### src/hw/rtl/lpg_pkg.sv
// Shared types and constants of the line pixel generator.
// No dependencies; compiled first.
`default_nettype none

package lpg_pkg;

  // Configuration register file
  localparam int RegBits      = 13;
  localparam int CfgIndexBits = 1;
  localparam logic [CfgIndexBits-1:0] CfgImageWidth  = 1'b0;
  localparam logic [CfgIndexBits-1:0] CfgImageHeight = 1'b1;
  localparam logic [RegBits-1:0] WidthReset  = 13'd640;
  localparam logic [RegBits-1:0] HeightReset = 13'd480;

  // Operation codes of an input item
  localparam logic OpStart = 1'b0;
  localparam logic OpStep  = 1'b1;

  // Bit positions in the mode flags
  localparam int ModeBlend = 0;
  localparam int ModeThick = 1;

  // Linear index width of the frame store
  localparam int IndexBits = 24;

  // Attributes that travel with each pixel down the pipeline
  typedef struct packed {
    logic [7:0] red;
    logic [7:0] green;
    logic [7:0] blue;
    logic       blend;
    logic       last;
  } pix_attr_t;

endpackage

`default_nettype wire

### src/hw/rtl/lpg_if.sv
// Valid/ready channel interfaces of the line pixel generator.
// Depends on lpg_pkg for the index width.
`default_nettype none

// Command channel: one item starts or advances a line.
interface lpg_in_if #(
  parameter int COORD_BITS = 12
);
  logic                         valid;
  logic                         ready;
  logic                         operation;
  logic signed [COORD_BITS-1:0] start_x;
  logic signed [COORD_BITS-1:0] start_y;
  logic signed [COORD_BITS-1:0] end_x;
  logic signed [COORD_BITS-1:0] end_y;
  logic [7:0]                   red_in;
  logic [7:0]                   green_in;
  logic [7:0]                   blue_in;
  logic                         transparent;
  logic                         thick;

  modport source (
    output valid, operation, start_x, start_y, end_x, end_y,
           red_in, green_in, blue_in, transparent, thick,
    input  ready
  );
  modport sink (
    input  valid, operation, start_x, start_y, end_x, end_y,
           red_in, green_in, blue_in, transparent, thick,
    output ready
  );
endinterface

// Pixel channel: one item per pixel written to the frame store.
interface lpg_out_if;
  logic                          valid;
  logic                          ready;
  logic [lpg_pkg::IndexBits-1:0] pixel_index;
  logic                          in_image;
  logic [7:0]                    red_out;
  logic [7:0]                    green_out;
  logic [7:0]                    blue_out;
  logic                          blend;
  logic                          last_pixel;

  modport source (
    output valid, pixel_index, in_image, red_out, green_out, blue_out,
           blend, last_pixel,
    input  ready
  );
  modport sink (
    input  valid, pixel_index, in_image, red_out, green_out, blue_out,
           blend, last_pixel,
    output ready
  );
endinterface

`default_nettype wire

### src/hw/rtl/line_pixel_generator_core.sv
// Top level of the line pixel generator: frame registers, stepper, index pipeline.
// Depends on lpg_pkg, lpg_if, lpg_stepper and lpg_index.
//
//   Channel   Direction  Handshake          Carries
//   cmd       in         valid/ready        start or step item, endpoints, colour, flags
//   pixel     out        valid/ready        linear index, clip flag, colour, blend, last
//   cfg_*     in         write enable only  image_width (index 0), image_height (index 1)
//
// A thin line accepts one item per cycle unless the pixel channel stalls; a thick
// line holds off the next item while its companion pixel waits, since primary and
// companion pixel share the stepper's single output register. The first result of an
// item passes through the stepper register and three index stages to the pixel channel.
// A step item with no line in progress produces no result. Reset clears the valid
// bits and the line-active flag and loads 640 by 480. A stalled pixel channel fills
// the pipeline stage by stage before the command channel drops ready.
`default_nettype none

module line_pixel_generator_core #(
  parameter int COORD_BITS = 12
) (
  input  logic                            clk,
  input  logic                            rst,
  lpg_in_if.sink                          cmd,
  lpg_out_if.source                       pixel,
  input  logic                            cfg_wen,
  input  logic [lpg_pkg::CfgIndexBits-1:0] cfg_index,
  input  logic [lpg_pkg::RegBits-1:0]     cfg_data
);
  import lpg_pkg::*;

  logic [RegBits-1:0]          image_width;
  logic [RegBits-1:0]          image_height;
  logic                        pix_valid;
  logic                        pix_ready;
  logic signed [COORD_BITS:0]  pix_x;
  logic signed [COORD_BITS:0]  pix_y;
  pix_attr_t                   pix_attr;

  // Frame size registers
  always_ff @(posedge clk) begin
    if (rst) begin
      image_width  <= WidthReset;
      image_height <= HeightReset;
    end else if (cfg_wen) begin
      unique case (cfg_index)
        CfgImageWidth:  image_width  <= cfg_data;
        CfgImageHeight: image_height <= cfg_data;
        default: ;
      endcase
    end
  end

  lpg_stepper #(
    .COORD_BITS (COORD_BITS)
  ) u_stepper (
    .clk       (clk),
    .rst       (rst),
    .cmd       (cmd),
    .pix_ready (pix_ready),
    .pix_valid (pix_valid),
    .pix_x     (pix_x),
    .pix_y     (pix_y),
    .pix_attr  (pix_attr)
  );

  lpg_index #(
    .COORD_BITS (COORD_BITS)
  ) u_index (
    .clk          (clk),
    .rst          (rst),
    .pix_valid    (pix_valid),
    .pix_ready    (pix_ready),
    .pix_x        (pix_x),
    .pix_y        (pix_y),
    .pix_attr     (pix_attr),
    .image_width  (image_width),
    .image_height (image_height),
    .pixel        (pixel)
  );

endmodule

`default_nettype wire

### src/hw/rtl/lpg_stepper.sv
// Bresenham line state and per-item stepping; emits one pixel per cycle while pix_ready holds.
// Depends on lpg_pkg and lpg_in_if.
`default_nettype none

module lpg_stepper #(
  parameter int COORD_BITS = 12
) (
  input  logic                       clk,
  input  logic                       rst,
  lpg_in_if.sink                     cmd,
  input  logic                       pix_ready,
  output logic                       pix_valid,
  output logic signed [COORD_BITS:0] pix_x,
  output logic signed [COORD_BITS:0] pix_y,
  output lpg_pkg::pix_attr_t         pix_attr
);
  import lpg_pkg::*;

  localparam int C  = COORD_BITS;
  localparam int CW = COORD_BITS + 1;  // pixel coordinate, room for the companion
  localparam int EW = COORD_BITS + 2;  // error accumulator

  // Line state
  logic signed [CW-1:0] cur_x, cur_y, cur_x_next, cur_y_next;
  logic [EW-1:0]        error_acc, error_acc_next;
  logic [C-1:0]         steps_left, steps_left_next;
  logic [CW-1:0]        twice_dx, twice_dy, twice_dx_next, twice_dy_next;
  logic                 x_negative, y_negative, x_major;
  logic                 x_negative_next, y_negative_next, x_major_next;
  logic [23:0]          line_colour, line_colour_next;
  logic [1:0]           mode_flags, mode_flags_next;
  logic                 active, active_next;

  // Companion pixel waiting for the output register
  logic                 comp_pending;
  logic signed [CW-1:0] comp_x, comp_y, comp_x_next, comp_y_next;
  logic                 comp_last, comp_last_next;

  logic load_ok, accept, emit, prim_last, thick_next;

  // Start arithmetic
  logic signed [CW-1:0] dx_s, dy_s, dx_n, dy_n;
  logic [C-1:0]         dx_abs, dy_abs, major_len;

  // Step arithmetic
  logic signed [CW-1:0] xs, ys;
  logic [CW-1:0]        twice_major, twice_minor;
  logic [EW-1:0]        err_sum, err_step;
  logic                 minor_step;

  assign load_ok   = !pix_valid || pix_ready;
  assign cmd.ready = load_ok && !comp_pending;
  assign accept    = cmd.valid && cmd.ready;

  // Deltas and direction of a new line
  always_comb begin
    dx_s      = CW'(cmd.end_x) - CW'(cmd.start_x);
    dy_s      = CW'(cmd.end_y) - CW'(cmd.start_y);
    dx_n      = -dx_s;
    dy_n      = -dy_s;
    dx_abs    = dx_s[CW-1] ? dx_n[C-1:0] : dx_s[C-1:0];
    dy_abs    = dy_s[CW-1] ? dy_n[C-1:0] : dy_s[C-1:0];
    major_len = (dx_abs >= dy_abs) ? dx_abs : dy_abs;
  end

  // One step along the major axis; a tie leaves the minor axis alone.
  always_comb begin
    xs          = x_negative ? {CW{1'b1}} : CW'(1);
    ys          = y_negative ? {CW{1'b1}} : CW'(1);
    twice_major = x_major ? twice_dx : twice_dy;
    twice_minor = x_major ? twice_dy : twice_dx;
    err_sum     = error_acc + EW'(twice_minor);
    minor_step  = err_sum > EW'(twice_major);
    err_step    = minor_step ? (err_sum - EW'(twice_major)) : err_sum;
  end

  // Next line state and the pixels the accepted item produces
  always_comb begin
    cur_x_next      = cur_x;
    cur_y_next      = cur_y;
    error_acc_next  = error_acc;
    steps_left_next = steps_left;
    twice_dx_next   = twice_dx;
    twice_dy_next   = twice_dy;
    x_negative_next = x_negative;
    y_negative_next = y_negative;
    x_major_next    = x_major;
    line_colour_next = line_colour;
    mode_flags_next = mode_flags;
    active_next     = active;
    comp_x_next     = cur_x;
    comp_y_next     = cur_y;
    emit            = 1'b0;

    if (accept) begin
      if (cmd.operation == OpStart) begin
        cur_x_next       = CW'(cmd.start_x);
        cur_y_next       = CW'(cmd.start_y);
        x_negative_next  = dx_s[CW-1];
        y_negative_next  = dy_s[CW-1];
        twice_dx_next    = {dx_abs, 1'b0};
        twice_dy_next    = {dy_abs, 1'b0};
        x_major_next     = dx_abs >= dy_abs;
        steps_left_next  = major_len;
        error_acc_next   = EW'(major_len);
        line_colour_next = {cmd.red_in, cmd.green_in, cmd.blue_in};
        mode_flags_next  = {cmd.thick, cmd.transparent};
        active_next      = major_len != '0;
        // The first companion always sits one down and one to the right.
        comp_x_next      = CW'(cmd.start_x) + CW'(1);
        comp_y_next      = CW'(cmd.start_y) + CW'(1);
        emit             = 1'b1;
      end else if (cmd.operation == OpStep && active) begin
        cur_x_next      = (x_major || minor_step) ? (cur_x + xs) : cur_x;
        cur_y_next      = (!x_major || minor_step) ? (cur_y + ys) : cur_y;
        error_acc_next  = err_step;
        steps_left_next = steps_left - C'(1);
        active_next     = steps_left != C'(1);
        comp_x_next     = cur_x_next + ys;
        comp_y_next     = cur_y_next + xs;
        emit            = 1'b1;
      end
    end

    thick_next     = mode_flags_next[ModeThick];
    prim_last      = !active_next && !thick_next;
    comp_last_next = !active_next;
  end

  // Line state registers
  always_ff @(posedge clk) begin
    if (rst) begin
      active <= 1'b0;
    end else begin
      active <= active_next;
    end
    cur_x       <= cur_x_next;
    cur_y       <= cur_y_next;
    error_acc   <= error_acc_next;
    steps_left  <= steps_left_next;
    twice_dx    <= twice_dx_next;
    twice_dy    <= twice_dy_next;
    x_negative  <= x_negative_next;
    y_negative  <= y_negative_next;
    x_major     <= x_major_next;
    line_colour <= line_colour_next;
    mode_flags  <= mode_flags_next;
  end

  // Pixel output register and companion holding slot
  always_ff @(posedge clk) begin
    if (rst) begin
      pix_valid    <= 1'b0;
      comp_pending <= 1'b0;
    end else if (load_ok) begin
      if (comp_pending) begin
        pix_valid    <= 1'b1;
        comp_pending <= 1'b0;
      end else begin
        pix_valid    <= accept && emit;
        comp_pending <= accept && emit && thick_next;
      end
    end
  end

  always_ff @(posedge clk) begin
    if (load_ok) begin
      if (comp_pending) begin
        pix_x          <= comp_x;
        pix_y          <= comp_y;
        pix_attr.red   <= line_colour[23:16];
        pix_attr.green <= line_colour[15:8];
        pix_attr.blue  <= line_colour[7:0];
        pix_attr.blend <= mode_flags[ModeBlend];
        pix_attr.last  <= comp_last;
      end else begin
        pix_x          <= cur_x_next;
        pix_y          <= cur_y_next;
        pix_attr.red   <= line_colour_next[23:16];
        pix_attr.green <= line_colour_next[15:8];
        pix_attr.blue  <= line_colour_next[7:0];
        pix_attr.blend <= mode_flags_next[ModeBlend];
        pix_attr.last  <= prim_last;
        comp_x         <= comp_x_next;
        comp_y         <= comp_y_next;
        comp_last      <= comp_last_next;
      end
    end
  end

endmodule

`default_nettype wire

### src/hw/rtl/lpg_index.sv
// Three-stage pipeline: centring, row multiply, linear index and frame clip.
// Depends on lpg_pkg and lpg_out_if.
`default_nettype none

module lpg_index #(
  parameter int COORD_BITS = 12
) (
  input  logic                        clk,
  input  logic                        rst,
  input  logic                        pix_valid,
  output logic                        pix_ready,
  input  logic signed [COORD_BITS:0]  pix_x,
  input  logic signed [COORD_BITS:0]  pix_y,
  input  lpg_pkg::pix_attr_t          pix_attr,
  input  logic [lpg_pkg::RegBits-1:0] image_width,
  input  logic [lpg_pkg::RegBits-1:0] image_height,
  lpg_out_if.source                   pixel
);
  import lpg_pkg::*;

  localparam int CW = COORD_BITS + 1;
  localparam int XW = ((CW > RegBits) ? CW : RegBits) + 1;  // centred coordinate
  localparam int PW = XW + RegBits + 1;                     // row offset
  localparam int DW = PW + 1;                               // linear index
  localparam int AW = 2 * RegBits;                          // frame area

  logic adv1, adv2, adv3;
  logic v1, v2, v3;

  logic signed [XW-1:0] ix1, iy1, ix2;
  logic signed [PW-1:0] prod2;
  logic [AW-1:0]        area2;
  pix_attr_t            a1, a2, a3;

  logic signed [DW-1:0] idx;
  logic                 in_frame;
  logic [IndexBits-1:0] index3;
  logic                 inside3;

  // Pipeline advance: a stage moves when it is empty or its successor moves.
  assign adv3      = !v3 || pixel.ready;
  assign adv2      = !v2 || adv3;
  assign adv1      = !v1 || adv2;
  assign pix_ready = adv1;

  always_ff @(posedge clk) begin
    if (rst) begin
      v1 <= 1'b0;
      v2 <= 1'b0;
      v3 <= 1'b0;
    end else begin
      if (adv1) v1 <= pix_valid;
      if (adv2) v2 <= v1;
      if (adv3) v3 <= v2;
    end
  end

  // Stage 1: shift to image coordinates, halves rounded down.
  always_ff @(posedge clk) begin
    if (adv1) begin
      ix1 <= XW'(pix_x) + $signed({{(XW-RegBits+1){1'b0}}, image_width[RegBits-1:1]});
      iy1 <= XW'(pix_y) + $signed({{(XW-RegBits+1){1'b0}}, image_height[RegBits-1:1]});
      a1  <= pix_attr;
    end
  end

  // Stage 2: row offset and frame area.
  always_ff @(posedge clk) begin
    if (adv2) begin
      ix2   <= ix1;
      prod2 <= PW'(iy1) * PW'($signed({1'b0, image_width}));
      area2 <= AW'(image_width) * AW'(image_height);
      a2    <= a1;
    end
  end

  // Stage 3: linear index, clipped against the area and the index range.
  always_comb begin
    idx      = DW'(ix2) + DW'(prod2);
    in_frame = !idx[DW-1]
            && (idx[DW-2:0] < (DW-1)'(area2))
            && (idx[DW-2:IndexBits] == '0);
  end

  always_ff @(posedge clk) begin
    if (adv3) begin
      index3  <= in_frame ? idx[IndexBits-1:0] : '0;
      inside3 <= in_frame;
      a3      <= a2;
    end
  end

  assign pixel.valid       = v3;
  assign pixel.pixel_index = index3;
  assign pixel.in_image    = inside3;
  assign pixel.red_out     = a3.red;
  assign pixel.green_out   = a3.green;
  assign pixel.blue_out    = a3.blue;
  assign pixel.blend       = a3.blend;
  assign pixel.last_pixel  = a3.last;

endmodule

`default_nettype wire
### src/flat_wrapper.sv
// flat-port wrapper written by rule: the top's interface ports become plain ports
module line_pixel_generator_core_flat import lpg_pkg::*;
#(
  parameter int COORD_BITS = 12
)
  (clk, rst, cfg_wen, cfg_index, cfg_data, cmd_valid, cmd_operation, cmd_start_x, cmd_start_y, cmd_end_x, cmd_end_y, cmd_red_in, cmd_green_in, cmd_blue_in, cmd_transparent, cmd_thick, cmd_ready, pixel_valid, pixel_pixel_index, pixel_in_image, pixel_red_out, pixel_green_out, pixel_blue_out, pixel_blend, pixel_last_pixel, pixel_ready);
  lpg_in_if #(.COORD_BITS(COORD_BITS)) cmd_i ();
  lpg_out_if pixel_i ();
  input  logic clk;
  input  logic rst;
  input  logic cfg_wen;
  input  logic [lpg_pkg::CfgIndexBits-1:0] cfg_index;
  input  logic [lpg_pkg::RegBits-1:0] cfg_data;
  input wire logic [$bits(cmd_i.valid)-1:0] cmd_valid;
  input wire logic [$bits(cmd_i.operation)-1:0] cmd_operation;
  input wire logic [$bits(cmd_i.start_x)-1:0] cmd_start_x;
  input wire logic [$bits(cmd_i.start_y)-1:0] cmd_start_y;
  input wire logic [$bits(cmd_i.end_x)-1:0] cmd_end_x;
  input wire logic [$bits(cmd_i.end_y)-1:0] cmd_end_y;
  input wire logic [$bits(cmd_i.red_in)-1:0] cmd_red_in;
  input wire logic [$bits(cmd_i.green_in)-1:0] cmd_green_in;
  input wire logic [$bits(cmd_i.blue_in)-1:0] cmd_blue_in;
  input wire logic [$bits(cmd_i.transparent)-1:0] cmd_transparent;
  input wire logic [$bits(cmd_i.thick)-1:0] cmd_thick;
  output wire logic [$bits(cmd_i.ready)-1:0] cmd_ready;
  output wire logic [$bits(pixel_i.valid)-1:0] pixel_valid;
  output wire logic [$bits(pixel_i.pixel_index)-1:0] pixel_pixel_index;
  output wire logic [$bits(pixel_i.in_image)-1:0] pixel_in_image;
  output wire logic [$bits(pixel_i.red_out)-1:0] pixel_red_out;
  output wire logic [$bits(pixel_i.green_out)-1:0] pixel_green_out;
  output wire logic [$bits(pixel_i.blue_out)-1:0] pixel_blue_out;
  output wire logic [$bits(pixel_i.blend)-1:0] pixel_blend;
  output wire logic [$bits(pixel_i.last_pixel)-1:0] pixel_last_pixel;
  input wire logic [$bits(pixel_i.ready)-1:0] pixel_ready;
  assign cmd_i.valid = cmd_valid;
  assign cmd_i.operation = cmd_operation;
  assign cmd_i.start_x = cmd_start_x;
  assign cmd_i.start_y = cmd_start_y;
  assign cmd_i.end_x = cmd_end_x;
  assign cmd_i.end_y = cmd_end_y;
  assign cmd_i.red_in = cmd_red_in;
  assign cmd_i.green_in = cmd_green_in;
  assign cmd_i.blue_in = cmd_blue_in;
  assign cmd_i.transparent = cmd_transparent;
  assign cmd_i.thick = cmd_thick;
  assign cmd_ready = cmd_i.ready;
  assign pixel_valid = pixel_i.valid;
  assign pixel_pixel_index = pixel_i.pixel_index;
  assign pixel_in_image = pixel_i.in_image;
  assign pixel_red_out = pixel_i.red_out;
  assign pixel_green_out = pixel_i.green_out;
  assign pixel_blue_out = pixel_i.blue_out;
  assign pixel_blend = pixel_i.blend;
  assign pixel_last_pixel = pixel_i.last_pixel;
  assign pixel_i.ready = pixel_ready;
  line_pixel_generator_core #(.COORD_BITS(COORD_BITS)) u_core (.clk(clk), .rst(rst), .cmd(cmd_i), .pixel(pixel_i), .cfg_wen(cfg_wen), .cfg_index(cfg_index), .cfg_data(cfg_data));
endmodule
### config.mk
export PLATFORM = sky130hd
export DESIGN_NAME = line_pixel_generator_core_flat
export DESIGN_NICKNAME = d
export VERILOG_FILES = /design/src/hw/rtl/lpg_pkg.sv /design/src/hw/rtl/lpg_if.sv /design/src/hw/rtl/line_pixel_generator_core.sv /design/src/hw/rtl/lpg_stepper.sv /design/src/hw/rtl/lpg_index.sv /design/src/flat_wrapper.sv
export SDC_FILE = /design/constraint.sdc
export NUM_CORES = 2
export LEC_CHECK = 0
export ABC_AREA = 1
export BUFFER_PORTS_ARGS = -buffer_cell sky130_fd_sc_hd__buf_4
export CORE_MARGIN = 2
export CORE_UTILIZATION = 29
export DETAILED_ROUTE_END_ITERATION = 7
export GPL_ROUTABILITY_DRIVEN = 0
export PLACE_DENSITY_LB_ADDON = 0.3
export SLEW_MARGIN = 40
export SYNTH_ARGS = -nofsm -noshare
export SYNTH_HDL_FRONTEND = slang
export SYNTH_SLANG_ARGS = --single-unit
### constraint.sdc
create_clock -name clk -period 11.8 [get_ports clk]
set_clock_uncertainty 0.15 [all_clocks]
set_input_delay 1.18 -clock clk [delete_from_list [all_inputs] [get_ports clk]]
set_output_delay 1.18 -clock clk [all_outputs]
set_load 0.005 [all_outputs]
# After elaboration in Yosys (flattened, before gate mapping)
# Cells that the tools add are included.
dict set report classes {
  add_sub_neg 16
  mul 2
  reduce_logical 30
  mux 41
  magnitude_cmp 3
  n_bitwise 3
  n_eq_ne 2
}
# cell n
set op_table {}
lappend op_table {{$mux 13} 20}
lappend op_table {{$mux 12} 6}
lappend op_table {{$add 13x13->13} 4}
lappend op_table {{$mux 24} 2}
lappend op_table {{$add 14x28->29} 1}
lappend op_table {{$add 13x13->14} 2}
lappend op_table {{$lt 28x26->1} 1}
lappend op_table {{$mul 14x14->28} 1}
lappend op_table {{$mux 14} 2}
lappend op_table {{$add 12x2->13 const B} 2}
lappend op_table {{$mul 13x13->26} 1}
lappend op_table {{$mux 26} 1}
lappend op_table {{$sub 12x12->13} 2}
lappend op_table {{$neg 12->12} 2}
lappend op_table {{$add 14x13->14} 1}
lappend op_table {{$gt 14x13->1} 1}
lappend op_table {{$sub 14x13->14} 1}
lappend op_table {{$ge 12x12->1} 1}
lappend op_table {{$ne 12x1->1 const B} 1}
lappend op_table {{$reduce_bool 12->1} 1}
lappend op_table {{$sub 12x1->12 const B} 1}
lappend op_table {{$reduce_and 2->1} 5}
lappend op_table {{$logic_not 1->1} 9}
lappend op_table {{$logic_and 1x1->1} 8}
lappend op_table {{other kinds (6)} 21}
dict set report totals {
  in_bits 94
  regBits 415
  output_inout_bits 53
  wordCells 149
}

# Longest topological paths before layout
dict set report depth {
  ltp_word 11
  ltp_mapped 44
  ltp_nobuf 41
}

# By module
# From an unflattened synthesis, not the netlist that was laid out.
dict set report hier_totals {
  hier_cells 4616
  area_unflattened_um2 38170.4
}
# mod seq_area_each_um2 instances area_per_inst_um2 cells_each
set modules_own_cells {}
lappend modules_own_cells {lpg_index 6035.8 1 22953.3 2580}
lappend modules_own_cells {lpg_stepper 5064.9 1 14192.4 1895}
lappend modules_own_cells {line_pixel_generator_core 520.5 1 1024.7 141}

# Worst setup path before layout
# OpenSTA, ideal clock, no wires.
dict set report synth_path {
  kind {input-to-reg}
  from {input port pixel_ready}
  to {register u_core.u_stepper.error_acc[0], enable pin}
  arrival_time_ns 8.802
  setup_ns 0.403
  path_stages 11
  n_path_buf 1
  slack_ns 2.445
  path_cell_list {nor2_1 -> inv_1 -> nor2_1 -> inv_1 -> nor2_1 -> inv_1 -> nor2_1 -> nor2_1 -> nand2_1 -> nor2_1 -> clkbuf_1}
}
dict set report synth_between {
  elab_chain_cells 7
}
# element line_no
set synth_rtl {}
lappend synth_rtl {{start: declaration} flat_wrapper.sv:34} ;# input wire logic [$bits(pixel_i.ready)-1:0] pixel_ready;
lappend synth_rtl {{$logic_or 1x1->1} lpg_index.sv:41} ;# assign adv3 = !v3 || pixel.ready;
lappend synth_rtl {{net u_core.u_index.adv3} lpg_index.sv:27} ;# logic adv1, adv2, adv3;
lappend synth_rtl {{$logic_or 1x1->1} lpg_index.sv:42} ;# assign adv2 = !v2 || adv3;
lappend synth_rtl {{net u_core.u_index.adv2} lpg_index.sv:27}
lappend synth_rtl {{$logic_or 1x1->1} lpg_index.sv:43} ;# assign adv1 = !v1 || adv2;
lappend synth_rtl {{net u_core.pix_ready} line_pixel_generator_core.sv:34} ;# logic pix_ready;
lappend synth_rtl {{$logic_or 1x1->1} lpg_stepper.sv:51} ;# assign load_ok = !pix_valid || pix_ready;
lappend synth_rtl {{$logic_and 1x1->1} lpg_stepper.sv:52} ;# assign cmd.ready = load_ok && !comp_pending;
lappend synth_rtl {{net cmd_ready} flat_wrapper.sv:25} ;# output wire logic [$bits(cmd_i.ready)-1:0] cmd_ready;
lappend synth_rtl {{$logic_and 1x1->1} lpg_stepper.sv:53} ;# assign accept = cmd.valid && cmd.ready;
lappend synth_rtl {{$reduce_and 2->1 (no source line)} -}
lappend synth_rtl {{end signal: assignment} lpg_stepper.sv:139} ;# error_acc <= error_acc_next;
lappend synth_rtl {{end: declaration} lpg_stepper.sv:25} ;# logic [EW-1:0] error_acc, error_acc_next;
# The timed path passes the listed nets, and every way through them passes these cells.
# A chain may end at the register's enable or synchronous reset.

# Worst setup path in the final report
dict set report layout_path {
  from {register u_core.u_stepper.x_major}
  to {register u_core.u_stepper.comp_y[12] (data pin)}
}
dict set report layout_between {
  elab_chain_cells 9
  elab_cells_between_ends 11
  cone_classes {add/sub (2); order compare (1); mux (6); reduce/logical (2)}
}
# element line_no
set layout_rtl {}
lappend layout_rtl {{start: declaration} lpg_stepper.sv:28} ;# logic x_negative, y_negative, x_major;
lappend layout_rtl {{start signal: assignment} lpg_stepper.sv:145} ;# x_major <= x_major_next;
lappend layout_rtl {{$mux 13} lpg_stepper.sv:71} ;# twice_minor = x_major ? twice_dy : twice_dx;
lappend layout_rtl {{$add 14x13->14} lpg_stepper.sv:72} ;# err_sum = error_acc + EW'(twice_minor);
lappend layout_rtl {{$gt 14x13->1} lpg_stepper.sv:73} ;# minor_step = err_sum > EW'(twice_major);
lappend layout_rtl {{$logic_or 1x1->1 *} lpg_stepper.sv:115} ;# cur_y_next = (!x_major || minor_step) ? (cur_y + ys) : cur_y;
lappend layout_rtl {{$mux 13 *} lpg_stepper.sv:115}
lappend layout_rtl {{$add 13x13->13 *} lpg_stepper.sv:120} ;# comp_y_next = cur_y_next + xs;
lappend layout_rtl {{$mux 13 *} lpg_stepper.sv:113} ;# end else if (cmd.operation == OpStep && active) begin
lappend layout_rtl {{$mux 13 *} lpg_stepper.sv:96} ;# if (cmd.operation == OpStart) begin
lappend layout_rtl {{$mux 13 *} lpg_stepper.sv:95} ;# if (accept) begin
lappend layout_rtl {{net u_core.u_stepper.comp_y_next[12]} lpg_stepper.sv:36} ;# logic signed [CW-1:0] comp_x, comp_y, comp_x_next, comp_y_next;
lappend layout_rtl {{end signal: assignment} lpg_stepper.sv:185} ;# comp_y <= comp_y_next;
lappend layout_rtl {{end: declaration} lpg_stepper.sv:36}
# Mark *: on every way through the listed nets, which the timed path passes. The rest lies on a longest branch.

==> run metrics <==
result of the run=finished, final reports clean; Starting Density=29.2%; LEAKAGE=20.9 nW; via count=27900; initial antenna violation count=1; Setup crit end kind=flip-flop; EDFF count, synth=331; Die Wd=360 µm; slowest stage delay, CP=0.37 ns; Worst-path clk slew=0.07 ns; Max Cap Viol=0; WL final=97800 µm; Yosys cell types=66; Worst Path Arrival=6.94 ns; commonest non-fill, non-tap cell in the layout=nand2_1; share of the synthesized area in the top cell type=27.1%; Critical-path top delay cell=ha_1; worst-path fanout max=49; CTS max path bufs=3; Setup Viol. Count Final=0; top area cells in the synthesized netlist=edfxtp_1 (27%), fa_1 (17%), ha_1 (11%); CTS H-tree depth=2; postcts setup bufs=0; fin crit period=6.73 ns; Clk pwr share=13.3%; gr usage total=15.1%; Hold Path Stages=0; CP Launch Type=flip-flop; RSZ-0062 raised after global routing=false; reg2reg end=u_core.u_stepper.comp_y[12]; Overflow after GRT=0; area leader, netlist=edfxtp_1; Port Buffers=146; cell row count=130; Slew Limit Fails=0; Area Growth Syn to Fin=12.5%; Worst Reg-to-Reg Cells=41; vias per cell=4.59; flops & latches, synth=415; switching part of the total=47.8%; post-route DRC violation count=0; Slew HR=39.6%; setup_tns=0 ns; Syn Area/Cell=8.59 µm²; Core Footprint=0.126 mm²; largest net degree at the start of global routing=69; drt pass-1 iters=7; YS warnings=0; Resize count post-CTS=0; 1st-iter DRT viols=1856; Final Cycle Share=57.1%; Hold Crit Start=u_core.u_index.a1[1]; Internal Power=0.00607 W; Cells after Synth=4275; Die ar.=0.129 mm²; CTS root buf=clkbuf_16; HP Class=reg -> reg; top_reg_cell synth=edfxtp_1; Clk Latency, worst-skew pair=0.65 ns; fmax=149 MHz; critical path type=reg -> reg; first-pass GRT wire length=155000 µm; Mapped Area=0.0367 mm²; pwr dens=281 mW/mm²; Final Hold Violating Endpoints=0; Hold Path Sink=u_core.u_index.a2[1]; Reg2Reg Setup Slack=5.07 ns; WP data required=12.01 ns; Syn Nets=5011; dpl hpwl=75900 µm; share of layout cells above drive strength 1=7.78%; vias in the first global route=28300; Hold Buf Count CTS=0; Die Height=360 µm; clk sinks=415; Final ANT Viol Nets=0; Final #Nets=5115; hold_ws=0.256 ns; Sequential Power Share=21.5%; Peak VDD IR=0.222 mV; actual slew at the worst max-slew pin=0.905 ns; most frequent cells in the layout=nand2_1 (1074), inv_1 (823), edfxtp_1 (331), ha_1 (330), fa_1 (312); IO Pins=147; Async S/R FF share, synth=0%; CTS tree=done; combinational share of power=65.2%; Psw=0.00555 W; routed len/inst=16.1 µm; RR Startpoint=u_core.u_stepper.x_major; CTS Buf Count=50; most frequent CP cell=nand2_1; register area share after synthesis=31.7%
[worst max-delay path, delay by kind of cell, from the launching register on]
| family | cells | cell delay (ns) |
|---|---|---|
| simple gates | 19 | 1.70 |
| fa+ha+maj | 3 | 1.06 |
| buf+inv | 3 | 0.69 |
| flops | 1 | 0.32 |
| xor+xnor | 3 | 0.42 |
| compound gates | 13 | 2.06 |
[registers in the layout, summed over array words and instances (netlist names), 13 cells and up]
signal and count:
u_core.u_index.prod2 28, u_core.u_index.a1 26, u_core.u_index.a2 26, u_core.u_index.area2 26
u_core.u_stepper.pix_attr 26, u_core.u_index.pixel.pixel_index 24, u_core.u_stepper.line_colour 24, u_core.u_index.ix1 14
u_core.u_index.ix2 14, u_core.u_index.iy1 14, u_core.u_stepper.error_acc 14, u_core.image_height 13
u_core.image_width 13, u_core.u_stepper.comp_x 13, u_core.u_stepper.comp_y 13, u_core.u_stepper.cur_x 13
u_core.u_stepper.cur_y 13, u_core.u_stepper.pix_x 13, u_core.u_stepper.pix_y 13
[power groups by stage]
| stage | registers, W | clock network [W] | logic, W |
|---|---|---|---|
| global route | 0.00254 | 0.00165 | 0.00874 |
| CTS | 0.00250 | 0.00160 | 0.00762 |
| floorplan | 0.00234 | 0 | 0.00600 |
| detailed placement | 0.00253 | 0 | 0.00759 |
| finish | 0.00250 | 0.00155 | 0.00757 |
| global placement | 0.00253 | 0 | 0.00745 |
[synth_stat cells (6+ instances only)]
master    instances
nand3b_1          8
o211ai_1         18
o21bai_1         15
o22ai_1           6
buf_1            35
o21ai_0         164
ha_1            330
o21ai_2          13
nand2_1        1075
a21o_1           11
a221oi_1         14
nand4_1          25
clkbuf_1         73
xor2_1          124
nand3_1         140
a22oi_2          10
nand2_2          22
a21oi_1         208
buf_2            10
dfxtp_1          84
o21ai_1          20
nor3_1           32
a31oi_1          16
edfxtp_1        331
xnor2_1          56
o31ai_1           6
a211oi_1          7
inv_1           830
nor2_1          199
fa_1            312
inv_2             9
o21a_1           14
[metrics by stage]
step | power [W] | util [%] | instance area, µm² | instances | setup slack [ns]
detailed placement | 0.0101 | 31.5 | 39600 | 5976 | 5.16
CTS | 0.0117 | 32.9 | 41300 | 6070 | 5.12
global route | 0.0129 | 32.9 | 41300 | 6071 | 4.45
global placement | 0.00998 | 31.5 | 39600 | 5976 | 5.07
floorplan | 0.00834 | - | 36700 | 4275 | 2.44
finish | 0.0116 | 32.9 | 41300 | 6072 | 5.07
[metal layers]
| metal | global-route usage [%] | vias to the layer above | routed length [µm] |
|---|---|---|---|
| met2 | 25.5 | 607 | 45600 |
| met3 | 2.54 | 118 | 5250 |
| li1 | - | 13800 | - |
| met1 | 20.2 | 13300 | 44800 |
| met4 | 3.71 | 2 | 2130 |
| met5 | 0 | - | 8 |
[how the worst max path moves through the flow]
stage,start,to,slack (ns),cells after the start
finish,u_core.u_stepper.x_major,u_core.u_stepper.comp_y[12],5.07,41
floorplan,pixel_ready,u_core.u_stepper.error_acc[0],2.44,11
global route,u_core.u_stepper.x_major,u_core.u_stepper.comp_y[12],4.45,41
global placement,u_core.u_stepper.x_major,u_core.u_stepper.comp_y[12],5.07,41
CTS,u_core.u_stepper.x_major,u_core.u_stepper.comp_y[12],5.12,41
detailed placement,u_core.u_stepper.x_major,u_core.u_stepper.comp_y[12],5.16,41
[area by class of cell]
class                      instances  area (µm²)
clock inverter                    26         240
timing repair buffer             173        1330
inverter                         842        3170
fill                           13200       84300
multi-input combinational       2897       21400
sequential                       415       11600
antenna                            1        2.50
tap                             1650        2060
clock buffer                      68        1420
[cells by family after synthesis]
kind of cell             share of synthesized area, %
buffers and inverters                            9.96
XOR/XNOR                                         4.41
AND/OR/NAND/NOR                                  16.8
flip-flops                                       31.7
adder cells (fa/ha/maj)                          28.3
AO/OA/AOI/OAI                                    8.86
No activity file was read; power rests on OpenSTA's default activity.
